## src/design/nmst_pkg.sv

```systemverilog
package nmst_pkg;

    localparam int NMST_STACK_DEPTH = 16;
    localparam int NMST_MODE_W      = 8;

    typedef enum logic [1:0] {
        ST_OK      = 2'd0,
        ST_NO_OPEN = 2'd1,
        ST_FULL    = 2'd2
    } nmst_status_t;

    typedef enum logic {
        KIND_OPEN  = 1'b0,
        KIND_CLOSE = 1'b1
    } nmst_kind_t;

    typedef struct packed {
        logic         load;
        logic         push;
        logic         init_idx;
        logic         idx_dec;
        logic         idx_inc;
        logic         rd_idx;
        logic         rd_next;
        logic         rd_top;
        logic         shift_wr;
        logic         pop;
        logic         set_status;
        nmst_status_t status;
        logic         emit;
    } nmst_cmd_t;

    typedef struct packed {
        logic kind;
        logic full;
        logic count_zero;
        logic match;
        logic idx_zero;
        logic shift_more;
        logic out_free;
    } nmst_stat_t;

endpackage

```

## src/design/nmst_in_if.sv

```systemverilog
interface nmst_in_if;
    logic       valid;
    logic       ready;
    logic       kind;
    logic [7:0] mode_id;

    modport source (output valid, input ready, output kind, output mode_id);
    modport sink   (input valid, output ready, input kind, input mode_id);
endinterface

```

## src/design/nmst_out_if.sv

```systemverilog
interface nmst_out_if;
    logic       valid;
    logic       ready;
    logic [7:0] current_mode;
    logic       at_start;
    logic [1:0] status;

    modport source (output valid, input ready, output current_mode, output at_start,
                    output status);
    modport sink   (input valid, output ready, input current_mode, input at_start,
                    input status);
endinterface

```

## src/design/nmst_ram.sv

```systemverilog
module nmst_ram #(
    parameter int WIDTH = 8,
    parameter int DEPTH = 16
) (
    input  logic                     clk,
    input  logic                     we,
    input  logic [$clog2(DEPTH)-1:0] waddr,
    input  logic [WIDTH-1:0]         wdata,
    input  logic                     re,
    input  logic [$clog2(DEPTH)-1:0] raddr,
    output logic [WIDTH-1:0]         rdata
);
    logic [WIDTH-1:0] mem [DEPTH];
    logic [WIDTH-1:0] rdata_reg;

    always_ff @(posedge clk)
    begin
        if (we)
        begin
            mem[waddr] <= wdata;
        end
        if (re)
        begin
            rdata_reg <= mem[raddr];
        end
    end

    assign rdata = rdata_reg;
endmodule

```

## src/design/nmst_ctrl.sv

```systemverilog
module nmst_ctrl (
    input  logic               clk,
    input  logic               rst_n,
    input  logic               in_valid,
    output logic               in_ready,
    input  nmst_pkg::nmst_stat_t st,
    output nmst_pkg::nmst_cmd_t  cmd
);
    import nmst_pkg::*;

    typedef enum logic [2:0] {
        S_IDLE,
        S_DECIDE,
        S_SRCH_RD,
        S_SRCH_CMP,
        S_SH_CHK,
        S_SH_WR,
        S_TOP_RD,
        S_EMIT
    } state_t;

    state_t state_reg;
    state_t state_next;

    always_ff @(posedge clk or negedge rst_n)
    begin
        if (!rst_n)
        begin
            state_reg <= S_IDLE;
        end
        else
        begin
            state_reg <= state_next;
        end
    end

    assign in_ready = (state_reg == S_IDLE);

    always_comb
    begin
        state_next = state_reg;
        cmd        = '0;
        cmd.status = ST_OK;
        unique case (state_reg)
            S_IDLE:
            begin
                if (in_valid)
                begin
                    cmd.load   = 1'b1;
                    state_next = S_DECIDE;
                end
            end
            S_DECIDE:
            begin
                cmd.set_status = 1'b1;
                if (st.kind == KIND_OPEN)
                begin
                    if (st.full)
                    begin
                        cmd.status = ST_FULL;
                    end
                    else
                    begin
                        cmd.push = 1'b1;
                    end
                    state_next = S_TOP_RD;
                end
                else if (st.count_zero)
                begin
                    cmd.status = ST_NO_OPEN;
                    state_next = S_TOP_RD;
                end
                else
                begin
                    cmd.init_idx = 1'b1;
                    state_next   = S_SRCH_RD;
                end
            end
            S_SRCH_RD:
            begin
                cmd.rd_idx = 1'b1;
                state_next = S_SRCH_CMP;
            end
            S_SRCH_CMP:
            begin
                priority if (st.match)
                begin
                    state_next = S_SH_CHK;
                end
                else if (st.idx_zero)
                begin
                    cmd.set_status = 1'b1;
                    cmd.status     = ST_NO_OPEN;
                    state_next     = S_TOP_RD;
                end
                else
                begin
                    cmd.idx_dec = 1'b1;
                    state_next  = S_SRCH_RD;
                end
            end
            S_SH_CHK:
            begin
                if (st.shift_more)
                begin
                    cmd.rd_next = 1'b1;
                    state_next  = S_SH_WR;
                end
                else
                begin
                    cmd.pop    = 1'b1;
                    state_next = S_TOP_RD;
                end
            end
            S_SH_WR:
            begin
                cmd.shift_wr = 1'b1;
                cmd.idx_inc  = 1'b1;
                state_next   = S_SH_CHK;
            end
            S_TOP_RD:
            begin
                cmd.rd_top = 1'b1;
                state_next = S_EMIT;
            end
            S_EMIT:
            begin
                if (st.out_free)
                begin
                    cmd.emit   = 1'b1;
                    state_next = S_IDLE;
                end
            end
            default:
            begin
                state_next = S_IDLE;
            end
        endcase
    end
endmodule

```

## src/design/nmst_dp.sv

```systemverilog
module nmst_dp #(
    parameter int STACK_DEPTH = nmst_pkg::NMST_STACK_DEPTH
) (
    input  logic                 clk,
    input  logic                 rst_n,
    input  logic                 kind,
    input  logic [7:0]           mode_id,
    input  nmst_pkg::nmst_cmd_t  cmd,
    output nmst_pkg::nmst_stat_t st,
    nmst_out_if.source           result
);
    import nmst_pkg::*;

    localparam int AW = $clog2(STACK_DEPTH);
    localparam int CW = $clog2(STACK_DEPTH + 1);

    logic                   kind_reg;
    logic [NMST_MODE_W-1:0] mode_reg;
    logic [CW-1:0]          count_reg;
    logic [CW-1:0]          count_next;
    logic [AW-1:0]          idx_reg;
    logic [AW-1:0]          idx_next;
    nmst_status_t           status_reg;
    logic                   out_valid_reg;
    logic [NMST_MODE_W-1:0] out_mode_reg;
    logic                   out_start_reg;
    nmst_status_t           out_status_reg;

    logic                   we;
    logic [AW-1:0]          waddr;
    logic [NMST_MODE_W-1:0] wdata;
    logic                   re;
    logic [AW-1:0]          raddr;
    logic [NMST_MODE_W-1:0] rdata;
    logic [CW-1:0]          count_m1;
    logic                   count_zero;

    assign count_m1   = count_reg - CW'(1);
    assign count_zero = (count_reg == '0);

    always_comb
    begin
        count_next = count_reg;
        if (cmd.push)
        begin
            count_next = count_reg + CW'(1);
        end
        else if (cmd.pop)
        begin
            count_next = count_m1;
        end
    end

    always_comb
    begin
        idx_next = idx_reg;
        priority if (cmd.init_idx)
        begin
            idx_next = AW'(count_m1);
        end
        else if (cmd.idx_dec)
        begin
            idx_next = idx_reg - AW'(1);
        end
        else if (cmd.idx_inc)
        begin
            idx_next = idx_reg + AW'(1);
        end
        else
        begin
            idx_next = idx_reg;
        end
    end

    always_ff @(posedge clk or negedge rst_n)
    begin
        if (!rst_n)
        begin
            count_reg     <= '0;
            out_valid_reg <= 1'b0;
        end
        else
        begin
            count_reg <= count_next;
            if (cmd.emit)
            begin
                out_valid_reg <= 1'b1;
            end
            else if (result.ready)
            begin
                out_valid_reg <= 1'b0;
            end
        end
    end

    always_ff @(posedge clk)
    begin
        idx_reg <= idx_next;
        if (cmd.load)
        begin
            kind_reg <= kind;
            mode_reg <= mode_id;
        end
        if (cmd.set_status)
        begin
            status_reg <= cmd.status;
        end
        if (cmd.emit)
        begin
            out_mode_reg   <= count_zero ? '0 : rdata;
            out_start_reg  <= count_zero;
            out_status_reg <= status_reg;
        end
    end

    always_comb
    begin
        we    = cmd.push | cmd.shift_wr;
        waddr = cmd.push ? AW'(count_reg) : idx_reg;
        wdata = cmd.push ? mode_reg : rdata;
        re    = cmd.rd_idx | cmd.rd_next | cmd.rd_top;
        priority if (cmd.rd_next)
        begin
            raddr = idx_reg + AW'(1);
        end
        else if (cmd.rd_top)
        begin
            raddr = AW'(count_m1);
        end
        else
        begin
            raddr = idx_reg;
        end
    end

    nmst_ram #(
        .WIDTH(NMST_MODE_W),
        .DEPTH(STACK_DEPTH)
    ) u_stack (
        .clk  (clk),
        .we   (we),
        .waddr(waddr),
        .wdata(wdata),
        .re   (re),
        .raddr(raddr),
        .rdata(rdata)
    );

    assign st.kind       = kind_reg;
    assign st.full       = (count_reg == CW'(STACK_DEPTH));
    assign st.count_zero = count_zero;
    assign st.match      = (rdata == mode_reg);
    assign st.idx_zero   = (idx_reg == '0);
    assign st.shift_more = ((CW'(idx_reg) + CW'(1)) < count_reg);
    assign st.out_free   = !out_valid_reg || result.ready;

    assign result.valid        = out_valid_reg;
    assign result.current_mode = out_mode_reg;
    assign result.at_start     = out_start_reg;
    assign result.status       = out_status_reg;
endmodule

```

## src/design/nested_mode_stack_tracker.sv

```systemverilog
// channel  dir  payload                          handshake
// item     in   kind, mode_id                    valid/ready
// result   out  current_mode, at_start, status   valid/ready
//
// One item at a time. Open, or close on an empty stack: decide, read the top
// entry, load the output register. Close: search from the top, a read and
// a compare per entry; on a match, shift each entry above it down one place
// through the single read and single write port of the stack RAM.
// Reset clears the entry count, output valid and control state; stack RAM contents are never cleared.
// A finished word sits in the output register; the next item is taken
// while it waits, and that item's result is held until the word is taken.
module nested_mode_stack_tracker #(
    parameter int STACK_DEPTH = nmst_pkg::NMST_STACK_DEPTH
) (
    input  logic      clk,
    input  logic      rst_n,
    nmst_in_if.sink   item,
    nmst_out_if.source result
);
    import nmst_pkg::*;

    nmst_cmd_t  cmd;
    nmst_stat_t st;
    logic       in_ready;

    assign item.ready = in_ready;

    nmst_ctrl u_ctrl (
        .clk     (clk),
        .rst_n   (rst_n),
        .in_valid(item.valid),
        .in_ready(in_ready),
        .st      (st),
        .cmd     (cmd)
    );

    nmst_dp #(
        .STACK_DEPTH(STACK_DEPTH)
    ) u_dp (
        .clk    (clk),
        .rst_n  (rst_n),
        .kind   (item.kind),
        .mode_id(item.mode_id),
        .cmd    (cmd),
        .st     (st),
        .result (result)
    );

    a_busy_after_accept: assert property (@(posedge clk) disable iff (!rst_n)
        (item.valid && item.ready) |=> !item.ready)
        else $error("item accepted while busy");

    a_full_not_start: assert property (@(posedge clk) disable iff (!rst_n)
        (result.valid && result.status == ST_FULL) |-> !result.at_start)
        else $error("full status with empty stack");

    a_start_mode_zero: assert property (@(posedge clk) disable iff (!rst_n)
        (result.valid && result.at_start) |-> (result.current_mode == '0))
        else $error("start mode with nonzero mode");

    a_start_no_ok_close: assert property (@(posedge clk) disable iff (!rst_n)
        (cmd.push) |=> !st.count_zero)
        else $error("push left stack empty");
endmodule
```

## src/flat_wrapper.sv

```systemverilog
// flat-port wrapper written by rule: the top's interface ports become plain ports
module nested_mode_stack_tracker_flat import nmst_pkg::*;
#(
    parameter int STACK_DEPTH = nmst_pkg::NMST_STACK_DEPTH
)
  (clk, rst_n, item_valid, item_ready, item_kind, item_mode_id, result_valid, result_ready, result_current_mode, result_at_start, result_status);
  nmst_in_if item_i ();
  nmst_out_if result_i ();
  input  logic clk;
  input  logic rst_n;
  input wire logic [$bits(item_i.valid)-1:0] item_valid;
  output wire logic [$bits(item_i.ready)-1:0] item_ready;
  input wire logic [$bits(item_i.kind)-1:0] item_kind;
  input wire logic [$bits(item_i.mode_id)-1:0] item_mode_id;
  output wire logic [$bits(result_i.valid)-1:0] result_valid;
  input wire logic [$bits(result_i.ready)-1:0] result_ready;
  output wire logic [$bits(result_i.current_mode)-1:0] result_current_mode;
  output wire logic [$bits(result_i.at_start)-1:0] result_at_start;
  output wire logic [$bits(result_i.status)-1:0] result_status;
  assign item_i.valid = item_valid;
  assign item_ready = item_i.ready;
  assign item_i.kind = item_kind;
  assign item_i.mode_id = item_mode_id;
  assign result_valid = result_i.valid;
  assign result_i.ready = result_ready;
  assign result_current_mode = result_i.current_mode;
  assign result_at_start = result_i.at_start;
  assign result_status = result_i.status;
  nested_mode_stack_tracker #(.STACK_DEPTH(STACK_DEPTH)) u_core (.clk(clk), .rst_n(rst_n), .item(item_i), .result(result_i));
endmodule
```

## config.mk

```make
export PLATFORM = sky130hd
export DESIGN_NAME = nested_mode_stack_tracker_flat
export DESIGN_NICKNAME = d
export VERILOG_FILES = /design/src/design/nmst_pkg.sv /design/src/design/nmst_in_if.sv /design/src/design/nmst_out_if.sv /design/src/design/nmst_ram.sv /design/src/design/nmst_ctrl.sv /design/src/design/nmst_dp.sv /design/src/design/nested_mode_stack_tracker.sv /design/src/flat_wrapper.sv
export SDC_FILE = /design/constraint.sdc
export NUM_CORES = 1
export LEC_CHECK = 0
export ABC_AREA = 1
export BUFFER_PORTS_ARGS = -buffer_cell sky130_fd_sc_hd__buf_2
export CELL_PAD_IN_SITES_DETAIL_PLACEMENT = 2
export CELL_PAD_IN_SITES_GLOBAL_PLACEMENT = 2
export CORE_MARGIN = 2
export CORE_UTILIZATION = 35
export CTS_BUF_LIST = sky130_fd_sc_hd__clkbuf_4
export CTS_CLUSTER_DIAMETER = 200
export DETAILED_ROUTE_END_ITERATION = 10
export PLACE_DENSITY = 0.79
export SYNTH_ARGS = -nofsm -noshare
export SYNTH_HDL_FRONTEND = slang
export SYNTH_SLANG_ARGS = --single-unit
```

## constraint.sdc

```tcl
create_clock -name clk -period 7.3 [get_ports clk]
set_input_delay 1.095 -clock clk [delete_from_list [all_inputs] [get_ports clk]]
set_output_delay 1.095 -clock clk [all_outputs]
set_load 0.005 [all_outputs]
```

# == Word level (Yosys, flattened, before mapping) ==
# Memories as Yosys holds them, arrays and structs flattened. A register that Yosys moved wholly into a read port is not among the register bits.
# Cells that the tools add are included.
# word_totals
ff_bits,35
ram_bits,128
inputBits,13
output_inout_bits,13
wordCells,86
n_memories,1
# memory_table
name,words,word_bits,rd,rd_ports_with_merged_regs,write_ports,line,rtl
u_core.u_dp.u_stack.mem,16,8,1,1,1,nmst_ram.sv:13,logic [WIDTH-1:0] mem [DEPTH];
# classes
add_sub_neg,5
order_cmp,1
n_eq_ne,11
n_mux,46
n_bitwise,3
n_reduce_logical,9
# op_table
op,n
3-bit two-way mux,8
4-bit two-way mux,6
3-bit one-hot mux with 8 select lines,1
1-bit two-way mux,23
3-bit == test (second input constant),4
5-bit two-way mux,2
8-bit == test,1
2-bit two-way mux,4
8-bit two-way mux,1
3-bit by 2-bit == test with 1-bit output (second input constant),2
3-bit one-hot mux with 2 select lines,1
4-bit by 1-bit adder with 5-bit output (second input constant),1
5-bit by 1-bit adder with 5-bit output (second input constant),1
5-bit == test (second input constant),1
5-bit zero test,1
5-bit < comparator,1
5-bit by 1-bit subtractor with 5-bit output (second input constant),1
4-bit by 1-bit adder with 4-bit output (second input constant),1
4-bit zero test,1
2-bit nonzero test,2
4-bit by 1-bit subtractor with 4-bit output (second input constant),1
3-bit by 1-bit == test with 1-bit output (second input constant),1
3-bit zero test,1
1-bit OR,3
other kinds (6),6

# == Longest topological paths before layout ==
# Gate-level depths: netlist of the first run.
# depth
word_depth,7
mapped_depth,17
depth_no_buf,15

# == Cells and area by module ==
# Synthesis of the first run repeated with hierarchy kept, for this count alone.
# unflattened
hier_cells,823
hier_area_um2,8054.0
# modules_own_cells
module,instances,cells_per_inst,area_each_um2,seq_area_each_um2
nmst_ram,1,551,5846.9,4083.9
nmst_dp,1,221,1906.8,930.9
nmst_ctrl,1,51,300.3,75.1

# == Least setup slack after synthesis of the first run ==
# Ideal clock, no wire load.
# synth_path
path_kind,reg2reg
startpoint,register u_core.u_dp.idx_reg[0]
endpoint,"register u_core.u_dp.u_stack.rdata_reg[6] (netlist: u_core.u_dp.u_stack.rdata[6]), read port of u_core.u_dp.u_stack.mem, data pin"
setup_ps,254
arrival_time_ps,2411
t_required_ps,7046
slack_ps,4636
path_stages_with_launch,16
n_path_buf,2
period_less_slack_ps,2664
cell_sequence,edfxtp_1 > ha_1 > xor2_1 > ha_1 > nand2_1 > nand2_1 > a21oi_1 > nand3_2 > buf_6 > nand2_1 > o21ai_4 > inv_2 > buf_4 > nand3_1 > nand3_1 > nand2_1
# synth_between
elab_chain_len,6
word_cells_on_any_way,9
cone_classes,add/sub (2); order compare (1); mux (4); bitwise (2)
# synth_rtl
element,line,rtl
start: declaration,nmst_dp.sv:21,logic [AW-1:0] idx_reg;
start signal: assignment,nmst_dp.sv:98,idx_reg <= idx_next;
4-bit by 1-bit adder with 5-bit output,nmst_dp.sv:154,assign st.shift_more = ((CW'(idx_reg) + CW'(1)) < count_reg);
5-bit < comparator,nmst_dp.sv:154,
1-bit two-way mux,nmst_ctrl.sv:104,if (st.shift_more)
1-bit two-way mux,nmst_ctrl.sv:44,unique case (state_reg)
1-bit OR (2 in a row),nmst_dp.sv:121,re = cmd.rd_idx | cmd.rd_next | cmd.rd_top;
end: declaration,nmst_ram.sv:14,logic [WIDTH-1:0] rdata_reg;
# Parallel ways exist; a longest one is shown, timed or not.
# A chain may end at the register's enable or synchronous reset.

# == Final worst setup path of the first run ==
# layout_path
startpoint,register u_core.u_dp.idx_reg[0]
endpoint,"register u_core.u_dp.u_stack.rdata_reg[2] (netlist: u_core.u_dp.u_stack.rdata[2]), read port of u_core.u_dp.u_stack.mem, data pin"
# Same word-level chain as after synthesis.

==> metrics, run 1 <==
Clock Latency Late Sink 0.59 ns; Resized Gates After CTS 0; Warnings, synthesis 0; Yosys cell types 35; Pwr Total 4290 uW; Post-synth EDFFs 162; routed wl met2 11.5 mm; Crit. End Element flip-flop; Main synth FF type edfxtp_1; worst min path class in -> async; wire length per cell 20.8 um; critical path's largest stage delay 0.69 ns; Crit Path Max Fanout 45; Max Cap Viol 0; fill count 2,460; Die W 156 um; 1st-pass router iterations 5; Slowest cell on crit path nand2_2; VDD IR-drop max 0.206 mV; clk buf depth 2; Setup TNS Final 0 ns; Power Density 493 nW/um^2; die height 156 um; flip-flop count of the largest register after layout 128; asr flop ratio synth 5.26%; Biggest register u_core.u_dp.u_stack.mem; crit path kind reg -> reg; DRC 0; Tmin final 4.25 ns; first-pass GRT wire length 36.6 mm; effective utilization at floorplan 35.8%; Layout Nets 849; TritonCTS clock tree yes; GRT Total Usage 20.3%; Detailed Route WL 23.5 mm; CTS buffer count 17; FF+latch count, synth 171; io pins 26; required time worst endpoint 7.76 ns; non-filler cells, final 1,127; initial antenna violation count 1; CTS H-tree depth 4; clock slew at reported path FFs 0.14 ns; CP dominant cell by count nand2_1; routability cong. 0.836; total global routing overflow 0; DRT iter0 DRCs 307; Area growth syn-to-layout 7.65%; root buf cell clkbuf_4; fmax 0.236 GHz; Top delay family on crit path simple AND/OR/NAND/NOR gates; pin count of the biggest net entering global routing 46; post-synthesis cell count 808; status finished clean; Final Max Tran Viols 0; Avg Cell Area, Syn 10.0 sq um; count of final hold-check violations 0; vias post-DR 5,762; met3 wire len 805 um; number of global-route vias before repair 6,264; die area 24,400 sq um; CTS Hold Buffers Added 0; Syn Std Cell Area 8100 sq um; Lkg Pwr 0.00368 uW; CTS Sinks 171; core area 22,600 sq um; mean number of vias per cell 5.11; register area share after synthesis 62.9%; max layer used met4; crit share post-route 58.2%; Post-CTS Setup Bufs 0; crit-path cells ha_1 -> xor2_1 -> ha_1 -> nand2_1 -> nand2_1 -> a21oi_1 -> nand3_2 -> nand2_2 -> nand2_2 -> nand2_1 -> nand3_1 -> nand3_1 -> nand3_1 -> nand2_1; setup violators final 0; Net Count, Synth 829; Rows 55; Post-DP HPWL 15.8 mm; share of cells above drive strength 1 8.68%; RSZ-0062 raised after global routing no; PortBufs 25; Bufs and invs on worst path 0; worst endpoint data arrival time 4.71 ns; worst-margin pin slew 1.08 ns; post-placement cell count 1,094; Metal-1 WL 10.8 mm; Worst Skew 0.0175 ns; post-route ant nets 0; startpoint types flip-flop; Slew HR 27.6%
-- worst reg2reg max path, stage by stage (launching register included) --
cell and delay, ns:
edfxtp_1 0.51, ha_1 0.27, xor2_1 0.23, ha_1 0.29
nand2_1 0.07, nand2_1 0.05, a21oi_1 0.29, nand3_2 0.36
nand2_2 0.52, nand2_2 0.70, nand2_1 0.27, nand3_1 0.13
nand3_1 0.16, nand3_1 0.16, nand2_1 0.11
-- path summary, 6_finish.rpt --
kind | from | to | slack [ns] | cells past startpoint
setup / recovery | u_core.u_dp.idx_reg[0]$_DFFE_PP_ | u_core.u_dp.u_stack.rdata[2]$_DFFE_PP_ | 3.05 | 14
hold / removal | rst_n | u_core.u_dp.count_reg[3]$_DFFE_PN0P_ | 0.34 | 1
setup reg to reg | u_core.u_dp.idx_reg[0]$_DFFE_PP_ | u_core.u_dp.u_stack.rdata[2]$_DFFE_PP_ | 3.05 | 14
hold reg to reg | u_core.u_dp.status_reg[1]$_DFFE_PP_ | u_core.u_dp.result.status[1]$_DFFE_PP_ | 0.45 | 0
max in group asynchronous | rst_n | u_core.u_ctrl.state_reg[1]$_DFFE_PN0P_ | 6.77 | 1
min in group clk | u_core.u_dp.status_reg[1]$_DFFE_PP_ | u_core.u_dp.result.status[1]$_DFFE_PP_ | 0.45 | 0
-- cell usage in the layout (no fill, tap or decap), drive strengths merged --
cell and instances:
inv 155, o21ai 16, clkinvlp 2, edfxtp 162, xnor2 9, o31ai 1, nand3 144, clkbuf 20
diode 1, nand3b 24, o22ai 1, dfrtp 9, nor2 40, nor4 1, a311oi 1, nand4 2
o211ai 2, bufinv 1, clkinv 8, a31oi 2, nor3 4, nand2 185, buf 30, o2111ai 1
ha 8, xor2 8, a21oi 5
-- area by class of cell --
| cell class | instances | area [sq um] | area share (%) |
|---|---|---|---|
| inverters | 154 | 578 | 6.63 |
| multi-input cells | 454 | 2260 | 25.9 |
| clock inverters | 12 | 116 | 1.34 |
| diodes | 1 | 2.50 | 0.0287 |
| well taps | 285 | 357 | 4.09 |
| flip-flops and latches | 171 | 5090 | 58.4 |
| repair buffers | 30 | 163 | 1.87 |
| clock buffers | 20 | 150 | 1.72 |
-- cell families (layout without fill, tap and decap cells) --
group | count (synthesis) | in the layout | synth area share (%)
compound gates | 29 | 29 | 2.30
simple gates | 400 | 400 | 22.4
flops | 171 | 171 | 62.9
buf+inv | 183 | 216 | 9.40
other cells | 0 | 1 | 0
xor+xnor | 17 | 17 | 1.84
fa+ha+maj | 8 | 8 | 1.24
-- power breakdown --
part	switching (uW)	leakage, uW	internal, uW	total, uW
clock	353	0.000141	184	537
sequential	108	0.00158	1410	1520
combinational	1660	0.00196	572	2230
total	2120	0.00368	2170	4290
-- per-stage QoR --
step           hold slack, ns  cell area (sq um)  utilization (%)  setup WS [ns]
6_report                0.337               8720             38.5           3.05
5_1_grt                 0.311               8720             38.5           2.66
4_1_cts                 0.312               8710             38.5           3.00
3_5_place_dp            0.421               8450             37.3           3.07
3_3_place_gp            0.419               8450             37.3           3.22
2_1_floorplan           0.400               8100                -           4.64
-- synthesized netlist by cell type (3+ instances only) --
| library cell | count | share of area, % |
|---|---|---|
| dfrtp_1 | 9 | 2.8 |
| edfxtp_1 | 162 | 60 |
| nor2_1 | 40 | 1.9 |
| xor2_1 | 8 | 0.87 |
| xnor2_1 | 9 | 0.97 |
| ha_1 | 8 | 1.2 |
| o21ai_2 | 3 | 0.32 |
| nand3_1 | 143 | 8.8 |
| nand2_2 | 4 | 0.31 |
| buf_2 | 18 | 1.1 |
| nand3b_1 | 24 | 2.2 |
| buf_4 | 6 | 0.56 |
| nand2_1 | 181 | 8.4 |
| o21ai_0 | 11 | 0.68 |
| inv_1 | 150 | 7.0 |
| nor3_1 | 3 | 0.19 |
| a21oi_1 | 5 | 0.31 |
-- per-layer routing --
metal  vias to the layer above  global-route usage (%)
met5                         -                       0
li1                       2696                       -
met3                        27                    3.28
met2                       105                    35.0
met1                      2934                    26.4
met4                         0                    6.07
(Power assumes the default switching activity.)
==> run 2, diff against run 1 <==
==> constraint.sdc (replaced) <==
create_clock -name clk -period 4.4 [get_ports clk]
set_input_delay 0.66 -clock clk [delete_from_list [all_inputs] [get_ports clk]]
set_output_delay 0.66 -clock clk [all_outputs]
set_load 0.005 [all_outputs]
==> run 2 against run 1 <==
Core utilization rose by 0.96 points. Fmax rose by 7.7%. Highest routed layer unchanged. Clock power rose by 88%. Sequential power rose by 65%. Final area rose by 2.5%. Global-route usage rose by 1.2 points.
==> metrics, run 2 (synthesized netlist as in run 1, its figures left out) <==
pin count of the biggest net entering global routing 33; Multi-input gate area 2250 sq um; VDD IR-drop max 0.291 mV; TritonCTS clock tree yes; count of final hold-check violations 0; first-pass GRT wire length 38.7 mm; Final Max Tran Viols 0; Post-DP HPWL 16.8 mm; worst-margin pin slew 0.937 ns; DP Worst Slack 0.484 ns; Rows 55; 1st-pass router iterations 5; Worst Setup Slack, final 0.456 ns; die area 24,400 sq um; fill count 2,411; routability cong. 0.816; post-route ant nets 0; total global routing overflow 0; Area growth syn-to-layout 10.3%; startpoint types flip-flop; GRT Total Usage 21.5%; core area 22,600 sq um; setup violators final 0; worst endpoint data arrival time 4.37 ns; Crit Path Max Fanout 21; Power Density 834 nW/um^2; crit path kind reg -> reg; CTS H-tree depth 4; initial antenna violation count 1; Lkg Pwr 0.00383 uW; DRC 0; clock slew at reported path FFs 0.14 ns; worst min path class in -> reg; required time worst endpoint 4.83 ns; share of cells above drive strength 1 11.2%; effective utilization at floorplan 35.8%; Tmin final 3.94 ns; Layout Nets 873; wire length per cell 21.4 um; Setup TNS Final 0 ns; vias post-DR 5,941; most frequent cells in the layout 181 x nand2_1, 162 x edfxtp_1, 150 x inv_1, 143 x nand3_1, 40 x nor2_1; PortBufs 25; io pins 26; mean number of vias per cell 5.16; most common cell after layout, fill and taps aside nand2_1; Clock Latency Late Sink 0.57 ns; CTS Sinks 171; Resized Gates After CTS 0; Slew HR 37.4%; RSZ-0062 raised after global routing no; crit share post-route 89.6%; Die W 156 um; Detailed Route WL 24.7 mm; status finished clean; Max Cap Viol 0; Biggest register u_core.u_dp.u_stack.mem; DRT iter0 DRCs 385; clk buf depth 2; flip-flop count of the largest register after layout 128; Crit. End Element flip-flop; die height 156 um; Register Area 5090 sq um; number of global-route vias before repair 6,583; root buf cell clkbuf_4; CTS buffer count 17; Worst Skew 0.0238 ns; fmax 0.254 GHz
[run 2: cell count changes in the layout (fill, tap and decap cells not counted), sizes merged]
| cell | before | now |
|---|---|---|
| clkinvlp | 2 | 1 |
| bufinv | 1 | 3 |
| clkinv | 8 | 6 |
| dlygate4sd3 | 0 | 1 |
| clkbuf | 20 | 22 |
| inv | 155 | 154 |
| buf | 30 | 53 |
[run 2: path summary, 6_finish.rpt]
kind	from	to	slack (ns)	cells after the start
max in group asynchronous	rst_n	u_core.u_ctrl.state_reg[2]$_DFFE_PN0P_	3.75	2
worst max register to register	u_core.u_dp.idx_reg[0]$_DFFE_PP_	u_core.u_dp.u_stack.rdata[2]$_DFFE_PP_	0.46	15
worst min register to register	u_core.u_dp.status_reg[1]$_DFFE_PP_	u_core.u_dp.result.status[1]$_DFFE_PP_	0.44	0
worst max-delay path	u_core.u_dp.idx_reg[0]$_DFFE_PP_	u_core.u_dp.u_stack.rdata[2]$_DFFE_PP_	0.46	15
worst min-delay path	item_kind	u_core.u_dp.kind_reg$_DFFE_PP_	0.26	1
min in group asynchronous	rst_n	u_core.u_dp.count_reg[1]$_DFFE_PN0P_	0.46	2
[run 2: layout make-up]
| class | instances | share of cell area (%) |
|---|---|---|
| repair buffers | 54 | 3.87 |
| clock inverters | 10 | 1.61 |
| well taps | 285 | 3.99 |
| flip-flops and latches | 171 | 57.0 |
| multi-input cells | 454 | 25.2 |
| diodes | 1 | 0.0280 |
| clock buffers | 22 | 1.85 |
| inverters | 154 | 6.47 |
[run 2: per-layer routing]
| layer | global-route usage, % | vias to the layer above | part of all wire, % |
|---|---|---|---|
| met4 | 6.90 | 0 | 2.1 |
| li1 | - | 2740 | - |
| met1 | 27.6 | 3042 | 44 |
| met2 | 37.0 | 126 | 50 |
| met5 | 0 | - | 0 |
| met3 | 3.53 | 33 | 4.1 |
[run 2: per-stage QoR]
stage / cell area [sq um] / power (uW) / std cells / hold WS [ns] / utilization [%]
detailed placement: 8610 / 6460 / 1117 / 0.410 / 38.0
finish: 8930 / 7450 / 1151 / 0.261 / 39.5
CTS: 8930 / 7490 / 1150 / 0.222 / 39.4
global placement: 8610 / 6230 / 1117 / 0.410 / 38.0
global route: 8930 / 7950 / 1151 / 0.208 / 39.5
floorplan: 8100 / 4990 / 808 / 0.364 / -
[run 2: worst max-delay path: stages (launching register included)]
cell,delay (ns)
edfxtp_1,0.53
ha_1,0.28
xor2_1,0.28
ha_1,0.30
nand2_1,0.07
nand2_1,0.05
a21oi_1,0.29
nand3_2,0.35
nand2_2,0.32
nand2_2,0.31
buf_4,0.35
nand2_1,0.11
nand3_1,0.10
nand3_1,0.11
nand3_1,0.14
nand2_1,0.16
[run 2: repair_timing]
item,CTS,global route
hold endpoints to repair,9,0
buffers inserted,0,0
hold buffers,1,0
[run 2: power by group]
part | switching (uW) | internal (uW)
Sequential | 169 | 2350
Clock | 577 | 431
Combinational | 2890 | 1040
Total | 3630 | 3820
==> run 3, diff against run 2 <==
--- a/config.mk
+++ b/config.mk
@@ -14,7 +14,7 @@
 export CTS_BUF_LIST = sky130_fd_sc_hd__clkbuf_4
 export CTS_CLUSTER_DIAMETER = 200
 export DETAILED_ROUTE_END_ITERATION = 10
-export PLACE_DENSITY = 0.79
+export PLACE_DENSITY_LB_ADDON = 0.1
 export SYNTH_ARGS = -nofsm -noshare
 export SYNTH_HDL_FRONTEND = slang
 export SYNTH_SLANG_ARGS = --single-unit
==> run 3 against run 2 <==
Clock-buffer cell count decreased by 5. Critical path depth unchanged. Global-route usage decreased by 0.44 points. Critical path type unchanged. Sequential share of layout area increased by 0.66 points. Hold slack got worse by 0.015 ns. Clock skew increased by 0.0019 ns. Non-clock buffer count decreased by 10. Sequential cell count unchanged.
==> metrics, run 3 (synthesized netlist as in run 1, its figures left out) <==
status finished clean; Lkg Pwr 0.00375 uW; Final Max Tran Viols 0; crit path kind reg -> reg; Tmin final 3.83 ns; core area 22,600 sq um; Rows 55; Layout Nets 863; Post-DP HPWL 17.1 mm; fmax 0.261 GHz; io pins 26; flip-flop count of the largest register after layout 128; most frequent cells in the layout 181 x nand2_1, 162 x edfxtp_1, 150 x inv_1, 143 x nand3_1, 40 x nor2_1; crit-path cells ha_1 -> xor2_1 -> ha_1 -> nand2_1 -> nand2_1 -> a21oi_1 -> nand3_2 -> nand2_2 -> nand2_2 -> buf_4 -> nand2_1 -> nand3_1 -> nand3_1 -> nand3_1 -> nand2_1; RSZ-0062 raised after global routing no; first-pass GRT wire length 37.8 mm; Pwr Total 7200 uW; Worst Skew 0.0256 ns; wire length per cell 21.2 um; TritonCTS clock tree yes; root buf cell clkbuf_4; Setup TNS Final 0 ns; GRT Total Usage 21.0%; initial antenna violation count 1; required time worst endpoint 4.84 ns; VDD IR-drop max 0.292 mV; CTS buffer count 17; Register Area 5090 sq um; Top delay family on crit path simple AND/OR/NAND/NOR gates; post-route ant nets 0; worst endpoint data arrival time 4.28 ns; Max Cap Viol 0; crit share post-route 87.1%; effective utilization at floorplan 35.8%; Slowest cell on crit path edfxtp_1; Bufs and invs on worst path 1; worst reg2reg path endpoint u_core.u_dp.u_stack.rdata[6]$_DFFE_PP_; Biggest register u_core.u_dp.u_stack.mem; critical path's largest stage delay 0.53 ns; share of cells above drive strength 1 10.2%; Area growth syn-to-layout 9.07%; Crit Path Max Fanout 23; DRC 0; worst min path class in -> reg; startpoint types flip-flop; die area 24,400 sq um; Post-CTS Setup Bufs 0; routability cong. 0.851; R2R setup slack 0.57 ns; CTS H-tree depth 4; Worst R2R Start u_core.u_dp.idx_reg[0]$_DFFE_PP_; PortBufs 25; Multi-input gate area 2250 sq um; Clock Latency Late Sink 0.58 ns; CTS Sinks 171; Crit. End Element flip-flop; number of global-route vias before repair 6,384; Hold Path Sink u_core.u_dp.mode_reg[6]$_DFFE_PP_; most common cell after layout, fill and taps aside nand2_1; count of final hold-check violations 0; setup violators final 0; total global routing overflow 0; Power Density 815 nW/um^2; pin count of the biggest net entering global routing 39; worst-margin pin slew 1.12 ns; die height 156 um; clock slew at reported path FFs 0.17 ns; clk buf depth 2; vias post-DR 5,720; HP Start item_mode_id[6]; Detailed Route WL 24.2 mm; fill count 2,472; hold path depth 1; Slew HR 25.0%; Die W 156 um; 1st-pass router iterations 4; CP dominant cell by count nand2_1; DRT iter0 DRCs 236; worst-case reg-to-reg path depth 15; mean number of vias per cell 5.02
-- run 3: repair_timing --
item,4_1_cts,5_1_grt
resized for setup,0,0
hold buffers,1,0
hold endpoints to repair,9,0
-- run 3: worst max path at each step --
| stage | startpoint | end | slack, ns | cells past startpoint |
|---|---|---|---|---|
| after detailed placement | u_core.u_dp.idx_reg[0]$_DFFE_PP_ | u_core.u_dp.u_stack.rdata[6]$_DFFE_PP_ | 0.59 | 15 |
| after floorplan | u_core.u_dp.idx_reg[0]$_DFFE_PP_ | u_core.u_dp.u_stack.rdata[6]$_DFFE_PP_ | 1.74 | 15 |
| final | u_core.u_dp.idx_reg[0]$_DFFE_PP_ | u_core.u_dp.u_stack.rdata[6]$_DFFE_PP_ | 0.57 | 15 |
| after global routing | u_core.u_dp.idx_reg[0]$_DFFE_PP_ | u_core.u_dp.u_stack.rdata[6]$_DFFE_PP_ | 0.26 | 15 |
| after CTS | u_core.u_dp.idx_reg[0]$_DFFE_PP_ | u_core.u_dp.u_stack.rdata[6]$_DFFE_PP_ | 0.57 | 15 |
| after global placement | u_core.u_dp.idx_reg[0]$_DFFE_PP_ | u_core.u_dp.u_stack.rdata[6]$_DFFE_PP_ | 0.87 | 15 |
-- run 3: per-stage QoR --
stage | worst slack [ns] | hold slack (ns) | utilization, % | area (sq um) | std cells
final | 0.570 | 0.246 | 39.0 | 8830 | 1140
after global routing | 0.264 | 0.178 | 39.0 | 8830 | 1140
after CTS | 0.567 | 0.177 | 39.0 | 8830 | 1139
after detailed placement | 0.591 | 0.423 | 37.7 | 8540 | 1107
after global placement | 0.873 | 0.422 | 37.7 | 8540 | 1107
after floorplan | 1.74 | 0.364 | - | 8100 | 808
-- run 3: final cells by class --
cell class              instances  share of cell area [%]
clock inverters                14                    1.74
diodes                          1                  0.0283
well taps                     285                    4.04
flip-flops and latches        171                    57.6
multi-input cells             454                    25.5
inverters                     154                    6.55
repair buffers                 44                    3.06
clock buffers                  17                    1.45
-- run 3: report_power, final --
part / leakage (uW) / total, uW / switching [uW] / internal [uW]
sequential: 0.00158 / 2540 / 188 / 2350
clock: 0.000142 / 916 / 660 / 256
combinational: 0.00203 / 3750 / 2740 / 1010
total: 0.00375 / 7200 / 3590 / 3610
-- run 3: layer usage --
metal	part of all wire [%]	routed length, um	vias to the layer above	global-route usage [%]
met1	46	11200	2899	26.2
met5	0	0	-	0
met4	1.9	466	0	6.51
li1	-	-	2716	-
met3	2.2	544	25	3.64
met2	50	12000	80	37.2
